--- config.mk ---
export PLATFORM = sky130hd
export DESIGN_NAME = packbits_image_decoder_unit
export DESIGN_NICKNAME = d
export VERILOG_FILES = /design/src/pbid_pkg.sv /design/src/pbid_core.sv /design/src/pbid_out_buf.sv /design/src/packbits_image_decoder_unit.sv
export SDC_FILE = /design/constraint.sdc
export NUM_CORES = 1
export LEC_CHECK = 0
export BUFFER_PORTS_ARGS = -buffer_cell sky130_fd_sc_hd__buf_2
export CAP_MARGIN = 20
export CORE_MARGIN = 4
export CORE_UTILIZATION = 24
export CTS_BUF_LIST = sky130_fd_sc_hd__clkbuf_8
export DETAILED_ROUTE_END_ITERATION = 10
export HOLD_SLACK_MARGIN = 0.12
export PLACE_DENSITY_LB_ADDON = 0.12
export SLEW_MARGIN = 10
export SYNTH_ARGS = -nofsm -noshare
export SYNTH_HDL_FRONTEND = slang
export SYNTH_HIERARCHICAL = 1
export SYNTH_SLANG_ARGS = --single-unit
--- constraint.sdc ---
create_clock -name clk -period 12.5 [get_ports clk]
set_input_delay 1.25 -clock clk [delete_from_list [all_inputs] [get_ports clk]]
set_output_delay 1.25 -clock clk [all_outputs]
set_load 0.02 [all_outputs]
--- src/pbid_pkg.sv ---
// ----------------------------------------------------------------------------
// pbid_pkg: shared types and constants
// Word formats, codes and reset values for the PackBits image decoder.
// ----------------------------------------------------------------------------
package pbid_pkg;

    localparam int unsigned HDR_W  = 10;
    localparam int unsigned ROWB_W = 8;
    localparam int unsigned ROWS_W = 12;
    localparam int unsigned CFG_W  = 12;

    localparam logic [HDR_W-1:0]  HEADER_LENGTH_RST = 10'd512;
    localparam logic [ROWB_W-1:0] ROW_BYTES_RST     = 8'd72;
    localparam logic [ROWS_W-1:0] ROW_TOTAL_RST     = 12'd720;

    // code bytes below this introduce literals, others introduce repeats
    localparam logic [7:0] LITERAL_LIMIT = 8'd128;
    localparam logic [8:0] REPEAT_BASE   = 9'd257;

    typedef enum logic [1:0] {
        KIND_DATA  = 2'd0,
        KIND_EOF   = 2'd1,
        KIND_START = 2'd2,
        KIND_NONE  = 2'd3
    } kind_t;

    typedef enum logic [1:0] {
        ST_OK  = 2'd0,
        ST_EOF = 2'd1,
        ST_BAD = 2'd2
    } status_t;

    typedef enum logic [1:0] {
        CFG_HEADER_LENGTH = 2'd0,
        CFG_ROW_BYTES     = 2'd1,
        CFG_ROW_TOTAL     = 2'd2
    } cfg_index_t;

    typedef enum logic [2:0] {
        PH_HEADER  = 3'd0,
        PH_CODE    = 3'd1,
        PH_LITERAL = 3'd2,
        PH_REPEAT  = 3'd3,
        PH_IDLE    = 3'd4
    } phase_t;

    typedef struct packed {
        logic [1:0] kind;
        logic [7:0] data_byte;
    } in_word_t;

    typedef struct packed {
        logic [7:0] run_value;
        logic [7:0] run_count;
        logic       row_end;
        logic       image_end;
        logic [1:0] status;
    } out_word_t;

    typedef struct packed {
        logic      valid;
        out_word_t word;
    } result_t;

endpackage

--- src/pbid_core.sv ---
// ----------------------------------------------------------------------------
// pbid_core: decode state and per-byte logic
// Holds the configuration and decode counters, and turns each accepted input
// word into at most one result word (a run or a status) in the same cycle.
// ----------------------------------------------------------------------------
module pbid_core
    import pbid_pkg::*;
(
    input  logic                clk,
    input  logic                rst_n,
    input  logic                cfg_we,
    input  logic [1:0]          cfg_index,
    input  logic [CFG_W-1:0]    cfg_data,
    input  logic                accept,
    input  in_word_t            word,
    output result_t             result
);

    logic [HDR_W-1:0]  header_length_reg;
    logic [ROWB_W-1:0] row_bytes_reg;
    logic [ROWS_W-1:0] row_total_reg;

    phase_t            phase_reg, phase_next;
    logic [HDR_W-1:0]  header_left_reg, header_left_next;
    logic [7:0]        literal_left_reg, literal_left_next;
    logic [7:0]        repeat_count_reg, repeat_count_next;
    logic [ROWB_W-1:0] row_done_reg, row_done_next;
    logic [ROWS_W-1:0] row_index_reg, row_index_next;

    logic [7:0]        b;
    logic              is_literal_code;
    logic [8:0]        code_n;
    logic [8:0]        room;
    logic              too_big;
    logic              take_code;
    logic [7:0]        run_cnt;
    logic [7:0]        done_sum;
    logic              row_hit;
    logic [ROWS_W-1:0] row_index_inc;
    logic              img_hit;
    logic [HDR_W-1:0]  header_dec;

    assign b               = word.data_byte;
    assign is_literal_code = b < LITERAL_LIMIT;
    assign code_n          = is_literal_code ? ({1'b0, b} + 9'd1) : (REPEAT_BASE - {1'b0, b});
    assign room            = (row_bytes_reg > row_done_reg)
                             ? ({1'b0, row_bytes_reg} - {1'b0, row_done_reg}) : 9'd0;
    assign too_big         = code_n > room;
    assign take_code       = (phase_reg == PH_CODE)
                             || ((phase_reg == PH_HEADER) && (header_left_reg == '0));
    assign run_cnt         = (phase_reg == PH_LITERAL) ? 8'd1 : repeat_count_reg;
    assign done_sum        = row_done_reg + run_cnt;
    assign row_hit         = done_sum == row_bytes_reg;
    assign row_index_inc   = row_index_reg + 1'b1;
    assign img_hit         = row_index_inc == row_total_reg;
    assign header_dec      = header_left_reg - 1'b1;

    always_ff @(posedge clk or negedge rst_n)
    begin
        if (!rst_n)
        begin
            header_length_reg <= HEADER_LENGTH_RST;
            row_bytes_reg     <= ROW_BYTES_RST;
            row_total_reg     <= ROW_TOTAL_RST;
        end
        else if (cfg_we)
        begin
            case (cfg_index)
                CFG_HEADER_LENGTH: header_length_reg <= cfg_data[HDR_W-1:0];
                CFG_ROW_BYTES:     row_bytes_reg     <= cfg_data[ROWB_W-1:0];
                CFG_ROW_TOTAL:     row_total_reg     <= cfg_data[ROWS_W-1:0];
                default:           ;
            endcase
        end
    end

    always_ff @(posedge clk or negedge rst_n)
    begin
        if (!rst_n)
        begin
            phase_reg        <= PH_HEADER;
            header_left_reg  <= HEADER_LENGTH_RST;
            literal_left_reg <= '0;
            repeat_count_reg <= '0;
            row_done_reg     <= '0;
            row_index_reg    <= '0;
        end
        else
        begin
            phase_reg        <= phase_next;
            header_left_reg  <= header_left_next;
            literal_left_reg <= literal_left_next;
            repeat_count_reg <= repeat_count_next;
            row_done_reg     <= row_done_next;
            row_index_reg    <= row_index_next;
        end
    end

    // next state
    always_comb
    begin
        phase_next        = phase_reg;
        header_left_next  = header_left_reg;
        literal_left_next = literal_left_reg;
        repeat_count_next = repeat_count_reg;
        row_done_next     = row_done_reg;
        row_index_next    = row_index_reg;

        if (accept)
        begin
            case (word.kind)
                KIND_START:
                begin
                    header_left_next  = header_length_reg;
                    phase_next        = (header_length_reg == '0) ? PH_CODE : PH_HEADER;
                    literal_left_next = '0;
                    repeat_count_next = '0;
                    row_done_next     = '0;
                    row_index_next    = '0;
                end
                KIND_EOF:
                begin
                    phase_next = PH_IDLE;
                end
                KIND_DATA:
                begin
                    if (take_code)
                    begin
                        if (too_big)
                            phase_next = PH_IDLE;
                        else if (is_literal_code)
                        begin
                            literal_left_next = code_n[7:0];
                            phase_next        = PH_LITERAL;
                        end
                        else
                        begin
                            repeat_count_next = code_n[7:0];
                            phase_next        = PH_REPEAT;
                        end
                    end
                    else if (phase_reg == PH_HEADER)
                    begin
                        header_left_next = header_dec;
                        if (header_dec == '0)
                            phase_next = PH_CODE;
                    end
                    else if ((phase_reg == PH_LITERAL) || (phase_reg == PH_REPEAT))
                    begin
                        if (phase_reg == PH_LITERAL)
                        begin
                            literal_left_next = literal_left_reg - 8'd1;
                            phase_next = (literal_left_next != '0) ? PH_LITERAL : PH_CODE;
                        end
                        else
                        begin
                            repeat_count_next = '0;
                            phase_next        = PH_CODE;
                        end
                        // advance the row position; the last row closes the image
                        if (row_hit)
                        begin
                            row_done_next  = '0;
                            row_index_next = row_index_inc;
                            if (img_hit)
                                phase_next = PH_IDLE;
                        end
                        else
                            row_done_next = done_sum;
                    end
                end
                default: ;
            endcase
        end
    end

    // result word
    always_comb
    begin
        result.valid          = 1'b0;
        result.word.run_value = '0;
        result.word.run_count = '0;
        result.word.row_end   = 1'b0;
        result.word.image_end = 1'b0;
        result.word.status    = ST_OK;

        if (accept)
        begin
            case (word.kind)
                KIND_EOF:
                begin
                    if (phase_reg != PH_IDLE)
                    begin
                        result.valid       = 1'b1;
                        result.word.status = ST_EOF;
                    end
                end
                KIND_DATA:
                begin
                    if (take_code)
                    begin
                        if (too_big)
                        begin
                            result.valid       = 1'b1;
                            result.word.status = ST_BAD;
                        end
                    end
                    else if ((phase_reg == PH_LITERAL) || (phase_reg == PH_REPEAT))
                    begin
                        result.valid          = 1'b1;
                        result.word.run_value = b;
                        result.word.run_count = run_cnt;
                        result.word.row_end   = row_hit;
                        result.word.image_end = row_hit && img_hit;
                    end
                end
                default: ;
            endcase
        end
    end

endmodule

--- src/pbid_out_buf.sv ---
// ----------------------------------------------------------------------------
// pbid_out_buf: result register with skid stage
// Holds the result word for the receiver and absorbs one more word while the
// receiver stalls, so the input side keeps moving.
// ----------------------------------------------------------------------------
module pbid_out_buf
    import pbid_pkg::*;
(
    input  logic      clk,
    input  logic      rst_n,
    input  result_t   push,
    output logic      full,
    output logic      out_valid,
    input  logic      out_stall,
    output out_word_t out_data
);

    logic      main_valid_reg, main_valid_next;
    logic      skid_valid_reg, skid_valid_next;
    out_word_t main_reg, main_next;
    out_word_t skid_reg, skid_next;
    logic      pop;

    assign pop       = main_valid_reg && !out_stall;
    assign full      = skid_valid_reg;
    assign out_valid = main_valid_reg;
    assign out_data  = main_reg;

    always_comb
    begin
        main_valid_next = main_valid_reg;
        skid_valid_next = skid_valid_reg;
        main_next       = main_reg;
        skid_next       = skid_reg;
        if (!main_valid_reg || pop)
        begin
            if (skid_valid_reg)
            begin
                main_next       = skid_reg;
                main_valid_next = 1'b1;
                skid_next       = push.word;
                skid_valid_next = push.valid;
            end
            else
            begin
                main_next       = push.word;
                main_valid_next = push.valid;
            end
        end
        else if (push.valid)
        begin
            // hold the output word, park the new one
            skid_next       = push.word;
            skid_valid_next = 1'b1;
        end
    end

    always_ff @(posedge clk or negedge rst_n)
    begin
        if (!rst_n)
        begin
            main_valid_reg <= 1'b0;
            skid_valid_reg <= 1'b0;
        end
        else
        begin
            main_valid_reg <= main_valid_next;
            skid_valid_reg <= skid_valid_next;
        end
    end

    always_ff @(posedge clk)
    begin
        main_reg <= main_next;
        skid_reg <= skid_next;
    end

endmodule

--- src/packbits_image_decoder_unit.sv ---
// ----------------------------------------------------------------------------
// packbits_image_decoder_unit: PackBits bitmap decoder
// Input channel: one file word per accept (data byte, end of file or start of
//   image), in_valid/in_stall. Output channel: one run word (value, count,
//   row end, image end, status), out_valid/out_stall.
// Configuration: cfg_valid/cfg_ready write port, always ready; index 0 is the
//   header length, 1 the row length in bytes, 2 the row count. Write only
//   while the block is idle; a new header length takes effect at the next
//   start word.
// Throughput: one input word per cycle while in_stall is low; all decode work
//   for a word is one pass through the core logic into the output register,
//   or into the skid stage while the receiver stalls.
// Stall: a skid stage behind the output register takes one more run while
//   the receiver stalls; in_stall rises only when that stage is occupied.
// Reset: configuration returns to header 512, row 72 bytes, 720 rows, and
//   the decoder starts in header skip; output is empty.
// ----------------------------------------------------------------------------
module packbits_image_decoder_unit
    import pbid_pkg::*;
(
    input  logic             clk,
    input  logic             rst_n,
    input  logic             in_valid,
    output logic             in_stall,
    input  in_word_t         in_data,
    output logic             out_valid,
    input  logic             out_stall,
    output out_word_t        out_data,
    input  logic             cfg_valid,
    output logic             cfg_ready,
    input  logic [1:0]       cfg_index,
    input  logic [CFG_W-1:0] cfg_data
);

    logic    accept;
    logic    buf_full;
    result_t result;

    assign cfg_ready = 1'b1;
    assign in_stall  = buf_full;
    assign accept    = in_valid && !buf_full;

    pbid_core u_core (
        .clk       (clk),
        .rst_n     (rst_n),
        .cfg_we    (cfg_valid && cfg_ready),
        .cfg_index (cfg_index),
        .cfg_data  (cfg_data),
        .accept    (accept),
        .word      (in_data),
        .result    (result)
    );

    pbid_out_buf u_out_buf (
        .clk       (clk),
        .rst_n     (rst_n),
        .push      (result),
        .full      (buf_full),
        .out_valid (out_valid),
        .out_stall (out_stall),
        .out_data  (out_data)
    );

endmodule
# Word level (Yosys, flattened, before mapping)
# Index checks and enable logic that the tools add are counted.
# totals
output_inout_bits	23
wordCells	148
reg_bits	121
# op_classes
addsub	7
n_eq_ne	25
muxes	62
n_lt_le_gt_ge	3
n_reduce_logical	30
# ops
cell	n
8-bit 2-to-1 mux	17
20-bit 2-to-1 mux	4
12-bit 2-to-1 mux	4
8-bit case mux with 2 select lines	3
18-bit 2-to-1 mux	2
10-bit logical NOT	3
3-bit 2-to-1 mux	8
12-bit case mux with 2 select lines	1
21-bit 2-to-1 mux	1
10-bit 2-to-1 mux	2
10-bit case mux with 2 select lines	1
19-bit 2-to-1 mux	1
9-bit 2-to-1 mux	2
7-bit AND reduction	2
12-bit by 1-bit adder with 12-bit output (second input constant)	1
12-bit == test	1
1-bit 2-to-1 mux	10
10-bit by 1-bit subtractor with 10-bit output (second input constant)	1
8-bit by 1-bit adder with 9-bit output (second input constant)	1
9-bit greater-than comparator	1
3-bit by 2-bit inequality test with 1-bit output (second input constant)	3
3-bit inequality test (second input constant)	3
3-bit case mux with 3 select lines	1
8-bit by 8-bit subtractor with 9-bit output	1
other kinds (30)	53

# Depth between registers and ports, before layout
# logic_depth
ltp_word	11
depth_mapped	21
depth_no_buf	20

# Modules after synthesis
# Netlist, hierarchy kept.
# modules_own_cells
module	n_inst	area_each_um2	cells_each	seq_area_each_um2
pbid_core	1	5853.1	657	1986.9
pbid_out_buf	1	1535.2	70	1251.2
packbits_image_decoder_unit	1	25.0	3	0.0

# Worst setup path before layout
# OpenSTA, ideal clock, no wires.
# synth_timing
path_kind	register to register
startpoint	reg u_core.row_done_reg[1]
endpoint	reg u_core.literal_left_reg[4]
slack_ns	8.184
arrival_ns	4.195
stages_incl_launch_ff	21
path_buffers	1
setup_ns	0.121
cell_sequence	dfrtp_1 -> inv_1 -> ha_1 -> nor2b_1 -> o21ai_0 -> a21oi_1 -> o21ai_0 -> a21oi_1 -> o21ai_0 -> a221oi_1 -> nand3b_1 -> ha_1 -> nand4b_1 -> o211ai_1 -> a2111o_1 -> and3_1 -> or2_2 -> nor2_1 -> buf_2 -> o21ai_0 -> a22o_1
# synth_via
elab_chain_len	5
word_cells_on_any_way	6
cone_classes	add/sub (1); order compare (2); eq/ne (1); mux (1); reduce/logical (1)
# synth_lines
element	line	text
start: declaration	pbid_core.sv:27	logic [ROWB_W-1:0] row_done_reg, row_done_next;
start signal: assignment	pbid_core.sv:94	row_done_reg <= row_done_next;
8-bit by 8-bit subtractor with 9-bit output / 8-bit greater-than comparator (equally long branches)	pbid_core.sv:47, pbid_core.sv:46	
9-bit 2-to-1 mux *	pbid_core.sv:47	? ({1'b0, row_bytes_reg} - {1'b0, row_done_reg}) : 9'd0;
9-bit greater-than comparator *	pbid_core.sv:48	assign too_big = code_n > room;
3-bit inequality test (no line) *	n/a	
7-bit AND reduction (no line) *	n/a	
end signal: assignment	pbid_core.sv:92	literal_left_reg <= literal_left_next;
end: declaration	pbid_core.sv:25	logic [7:0] literal_left_reg, literal_left_next;
# Mark *: on every way between the ends. The rest lies on a longest branch, timed or not.
# A chain may end at the register's enable or synchronous reset.

# Worst setup path after layout
# layout_timing
startpoint	reg u_core.row_done_reg[1]
endpoint	reg u_core.literal_left_reg[5]
# Same word-level chain as after synthesis.

==> impl_metrics.xml <==
<?xml version="1.0" encoding="UTF-8"?>
<metrics>
  <group name="status">
    <metric name="status" unit="">complete, no violations</metric>
  </group>
  <group name="timing">
    <metric name="finClkSkew" unit="ps">16.9</metric>
    <metric name="time_the_final_worst_path_needs_with_i_o_delays_and_setup" unit="ps">5530</metric>
    <metric name="hold_viol_final" unit="">0</metric>
    <metric name="setup_viol" unit="">0</metric>
    <metric name="report.final.slew_viol_count" unit="">0</metric>
    <metric name="max_freq" unit="MHz">181</metric>
    <metric name="grt_setup_unrepaired" unit="">false</metric>
    <metric name="timing.setup.tns" unit="ps">0</metric>
    <metric name="max_slew_margin" unit="%">32.9</metric>
    <metric name="max_slew.worst_pin.slew" unit="ps">1010</metric>
    <metric name="finalCritPeriodShare" unit="%">44.3</metric>
  </group>
  <group name="layout">
    <metric name="layout.cells.most_common" unit="">sky130_fd_sc_hd__dfrtp_1</metric>
    <metric name="design.final.nets" unit="">833</metric>
    <metric name="post-route-cell-area" unit="mm2">0.00850</metric>
    <metric name="areaGrowthSynthToFinish" unit="%">14.6</metric>
    <metric name="drive_above_1_share" unit="%">21.8</metric>
    <metric name="fin_util" unit="%">27.9</metric>
    <metric name="fill_cells" unit="">3226</metric>
    <metric name="layout_common_cells" unit="">sky130_fd_sc_hd__dfrtp_1 (73), sky130_fd_sc_hd__mux2_2 (58), sky130_fd_sc_hd__nor2_1 (54), sky130_fd_sc_hd__buf_2 (49), sky130_fd_sc_hd__o21ai_0 (43)</metric>
    <metric name="antenna_cells_inserted" unit="">0</metric>
  </group>
  <group name="routing">
    <metric name="ant_nets" unit="">0</metric>
    <metric name="wire_per_inst" unit="um">17.8</metric>
    <metric name="post-route-drc-count" unit="">0</metric>
    <metric name="vias" unit="">5657</metric>
    <metric name="detailedRoute.firstPassIterationCount" unit="">4</metric>
    <metric name="drt_wirelength" unit="mm">21.0</metric>
    <metric name="avgViaCountPerCell" unit="">4.80</metric>
    <metric name="first_iter_violations" unit="">423</metric>
  </group>
  <group name="logic_synthesis">
    <metric name="synth_cell_type_count" unit="">77</metric>
    <metric name="synth_warnings" unit="">6</metric>
    <metric name="count_of_mapped_cells_out_of_synthesis" unit="">730</metric>
    <metric name="postSynthRegisterBits" unit="">121</metric>
    <metric name="synth-async-reset-ratio" unit="%">66.9</metric>
    <metric name="post_synth_top_flop" unit="">sky130_fd_sc_hd__dfrtp_1</metric>
    <metric name="synth_area" unit="mm2">0.00741</metric>
    <metric name="synth_seq_area_share" unit="%">43.7</metric>
    <metric name="synth_edf_count" unit="">40</metric>
    <metric name="synthesis.nets" unit="">793</metric>
    <metric name="syn-mean-instance-area" unit="um2">10.2</metric>
  </group>
  <group name="clock_tree">
    <metric name="cts.hold.buffers_added" unit="">0</metric>
    <metric name="cts_num_sinks" unit="">121</metric>
    <metric name="cts_tree" unit="">built</metric>
    <metric name="worst_skew_pair.late_latency" unit="ps">450</metric>
    <metric name="post-cts-setup-buffer-count" unit="">0</metric>
    <metric name="clockRootBuffer" unit="">sky130_fd_sc_hd__clkbuf_8</metric>
    <metric name="cts_max_path_buffers" unit="">2</metric>
    <metric name="register_clock_pin_slew_on_the_reported_worst_setup_and_hold_paths" unit="ps">80</metric>
    <metric name="tritoncts.num_buffers" unit="">17</metric>
    <metric name="clock_tree.htree_level_count" unit="">4</metric>
    <metric name="post_cts_resize_count" unit="">0</metric>
  </group>
  <group name="global_route">
    <metric name="maximum_number_of_pins_on_one_net_before_global_route_repair" unit="">63</metric>
    <metric name="grt_overflow" unit="">0</metric>
    <metric name="globalRouteTotalUtil" unit="%">12.6</metric>
    <metric name="vias_in_the_first_global_route" unit="">5623</metric>
    <metric name="global_route_wire_length_before_repair" unit="mm">33.3</metric>
    <metric name="grt_antenna_before_repair" unit="">0</metric>
  </group>
  <group name="power">
    <metric name="vdd_ir_drop_max" unit="mV">0.0463</metric>
    <metric name="fin_total_pwr" unit="uW">1370</metric>
    <metric name="power_density" unit="mW/mm2">161</metric>
    <metric name="cellLeakagePower" unit="uW">0.00355</metric>
  </group>
  <group name="worst_hold_path">
    <metric name="timing.hold.worst.class" unit="">register to register</metric>
    <metric name="min-delay-start" unit="">u_core/row_done_reg[7]</metric>
  </group>
  <group name="place">
    <metric name="gp_routability_congestion" unit="">0.808</metric>
    <metric name="detailedPlacementHpwl" unit="mm">15.3</metric>
    <metric name="place.port_buffers" unit="">50</metric>
    <metric name="placed_area" unit="mm2">0.00805</metric>
  </group>
  <group name="critical_path">
    <metric name="critPathCapture" unit="">u_core/literal_left_reg[5]</metric>
    <metric name="critical_path.startpoint" unit="">u_core/row_done_reg[1]</metric>
    <metric name="crit_path_max_incr_delay" unit="ps">880</metric>
    <metric name="critical_path.n_buffers_inverters" unit="">1</metric>
    <metric name="cp_data_arrival_time" unit="ps">5870</metric>
    <metric name="timing.critical_path.depth" unit="">19</metric>
    <metric name="worst_ep_required_time" unit="ps">12840</metric>
    <metric name="r2r_start" unit="">u_core/row_done_reg[1]</metric>
    <metric name="worst_path_max_delay_cell" unit="">sky130_fd_sc_hd__a221oi_1</metric>
    <metric name="critPathCaptureType" unit="">register</metric>
    <metric name="worstSetupPathType" unit="">register to register</metric>
    <metric name="timing.reg2reg.worst_path_depth" unit="">19</metric>
    <metric name="rr_endpoint" unit="">u_core/literal_left_reg[5]</metric>
    <metric name="crit_path_max_fanout" unit="">14</metric>
    <metric name="critical-path-top-cell-by-count" unit="">sky130_fd_sc_hd__o21ai_0</metric>
    <metric name="setup.reg_to_reg.worst_slack" unit="ps">6970</metric>
    <metric name="worst_setup_path_start_kind" unit="">register</metric>
    <metric name="cell_class_contributing_the_biggest_share_of_worst_path_delay" unit="">compound AO/OA/AOI/OAI gates</metric>
    <metric name="cell_chain_of_the_critical_path" unit="">inv_1, ha_1, nor2b_1, o21ai_0, a21oi_1, o21ai_0, a21oi_1, o21ai_0, a221oi_1, nand3b_1, ha_1, nand4b_1, o211ai_1, a2111o_1, and3_1, or2_2, nor2_1, o21ai_0, a22o_1</metric>
  </group>
  <group name="run">
    <metric name="maxCapViolCount" unit="">0</metric>
  </group>
  <group name="floorplanning">
    <metric name="io_pins" unit="">52</metric>
    <metric name="fp.dieH" unit="um">184</metric>
    <metric name="chipWidth" unit="um">184</metric>
    <metric name="core-area" unit="mm2">0.0305</metric>
    <metric name="core.rowCount" unit="">64</metric>
    <metric name="area_enclosed_by_the_die_boundary" unit="mm2">0.0338</metric>
    <metric name="start_util" unit="%">24.3</metric>
  </group>
</metrics>
## cells in the mapped netlist, types with 18 or more instances
| library cell | instances | area share, % |
|---|---|---|
| sky130_fd_sc_hd__edfxtp_1 | 40 | 16 |
| sky130_fd_sc_hd__nor2_1 | 55 | 2.8 |
| sky130_fd_sc_hd__clkbuf_1 | 19 | 0.96 |
| sky130_fd_sc_hd__inv_1 | 41 | 2.1 |
| sky130_fd_sc_hd__nor3_1 | 18 | 1.2 |
| sky130_fd_sc_hd__nand2_1 | 40 | 2.0 |
| sky130_fd_sc_hd__xnor2_1 | 25 | 3.0 |
| sky130_fd_sc_hd__ha_1 | 32 | 5.4 |
| sky130_fd_sc_hd__mux2_2 | 58 | 8.8 |
| sky130_fd_sc_hd__dfrtp_1 | 73 | 25 |
| sky130_fd_sc_hd__a21oi_1 | 42 | 2.8 |
| sky130_fd_sc_hd__o21ai_0 | 44 | 3.0 |
## area by class of cell
cell class / instances / area [um2] / area share (%)
Clock buffer: 17 / 234 / 2.75
Multi-Input combinational cell: 533 / 3870 / 45.5
Clock inverter: 15 / 213 / 2.50
Inverter: 41 / 154 / 1.81
Tap cell: 396 / 495 / 5.83
Timing Repair Buffer: 56 / 298 / 3.50
Sequential cell: 121 / 3240 / 38.1
## where the power goes
| group | total [uW] | internal, uW | switching (uW) |
|---|---|---|---|
| combinational | 423 | 179 | 243 |
| sequential | 543 | 476 | 66.8 |
| clock | 406 | 222 | 184 |
| total | 1370 | 877 | 494 |
## worst register-to-register path, stage by stage, from the launching register on
cell and delay (ps):
sky130_fd_sc_hd__dfrtp_1 410, sky130_fd_sc_hd__inv_1 120, sky130_fd_sc_hd__ha_1 300, sky130_fd_sc_hd__nor2b_1 110, sky130_fd_sc_hd__o21ai_0 100, sky130_fd_sc_hd__a21oi_1 190
sky130_fd_sc_hd__o21ai_0 120, sky130_fd_sc_hd__a21oi_1 200, sky130_fd_sc_hd__o21ai_0 170, sky130_fd_sc_hd__a221oi_1 880, sky130_fd_sc_hd__nand3b_1 250, sky130_fd_sc_hd__ha_1 370
sky130_fd_sc_hd__nand4b_1 100, sky130_fd_sc_hd__o211ai_1 100, sky130_fd_sc_hd__a2111o_1 390, sky130_fd_sc_hd__and3_1 200, sky130_fd_sc_hd__or2_2 310, sky130_fd_sc_hd__nor2_1 630
sky130_fd_sc_hd__o21ai_0 200, sky130_fd_sc_hd__a22o_1 270
## cells by family (layout without fill, tap and decap cells)
family,count (synthesis),count (layout),synth area share [%]
multiplexers,67,67,10.0
flip-flops,121,121,43.7
other,2,2,0.101
AO/OA/AOI/OAI,173,173,15.4
AND/OR/NAND/NOR,214,214,15.3
XOR/XNOR,43,43,5.28
buffers and inverters,76,129,4.27
adder cells (fa/ha/maj),34,34,5.94
## per-layer routing
layer  global-route usage [%]  vias to the layer above  routed length [um]
met3                     2.45                       15                 759
met1                     18.0                     2767               10500
met4                     3.37                        0                 248
met2                     19.7                      114                9510
li1                         -                     2761                   -
met5                        0                        -                   0
## through the flow
step	hold slack [ps]	cells	setup WS, ps
after floorplan	470	730	8180
after global placement	498	1147	7140
after detailed placement	496	1147	7080
after CTS	524	1179	7040
after global routing	538	1179	6480
final	516	1179	6970
## how the worst min path moves through the flow
stage,cells after the start,endpoint
final,1,u_core/row_done_reg[7]
after global routing,1,u_out_buf/out_data[11]
after CTS,1,u_core/row_done_reg[7]
after detailed placement,1,u_core/repeat_count_reg[0]
after global placement,1,u_core/row_done_reg[7]
after floorplan,1,u_core/repeat_count_reg[0]
Power figures use the tool's default switching activity.
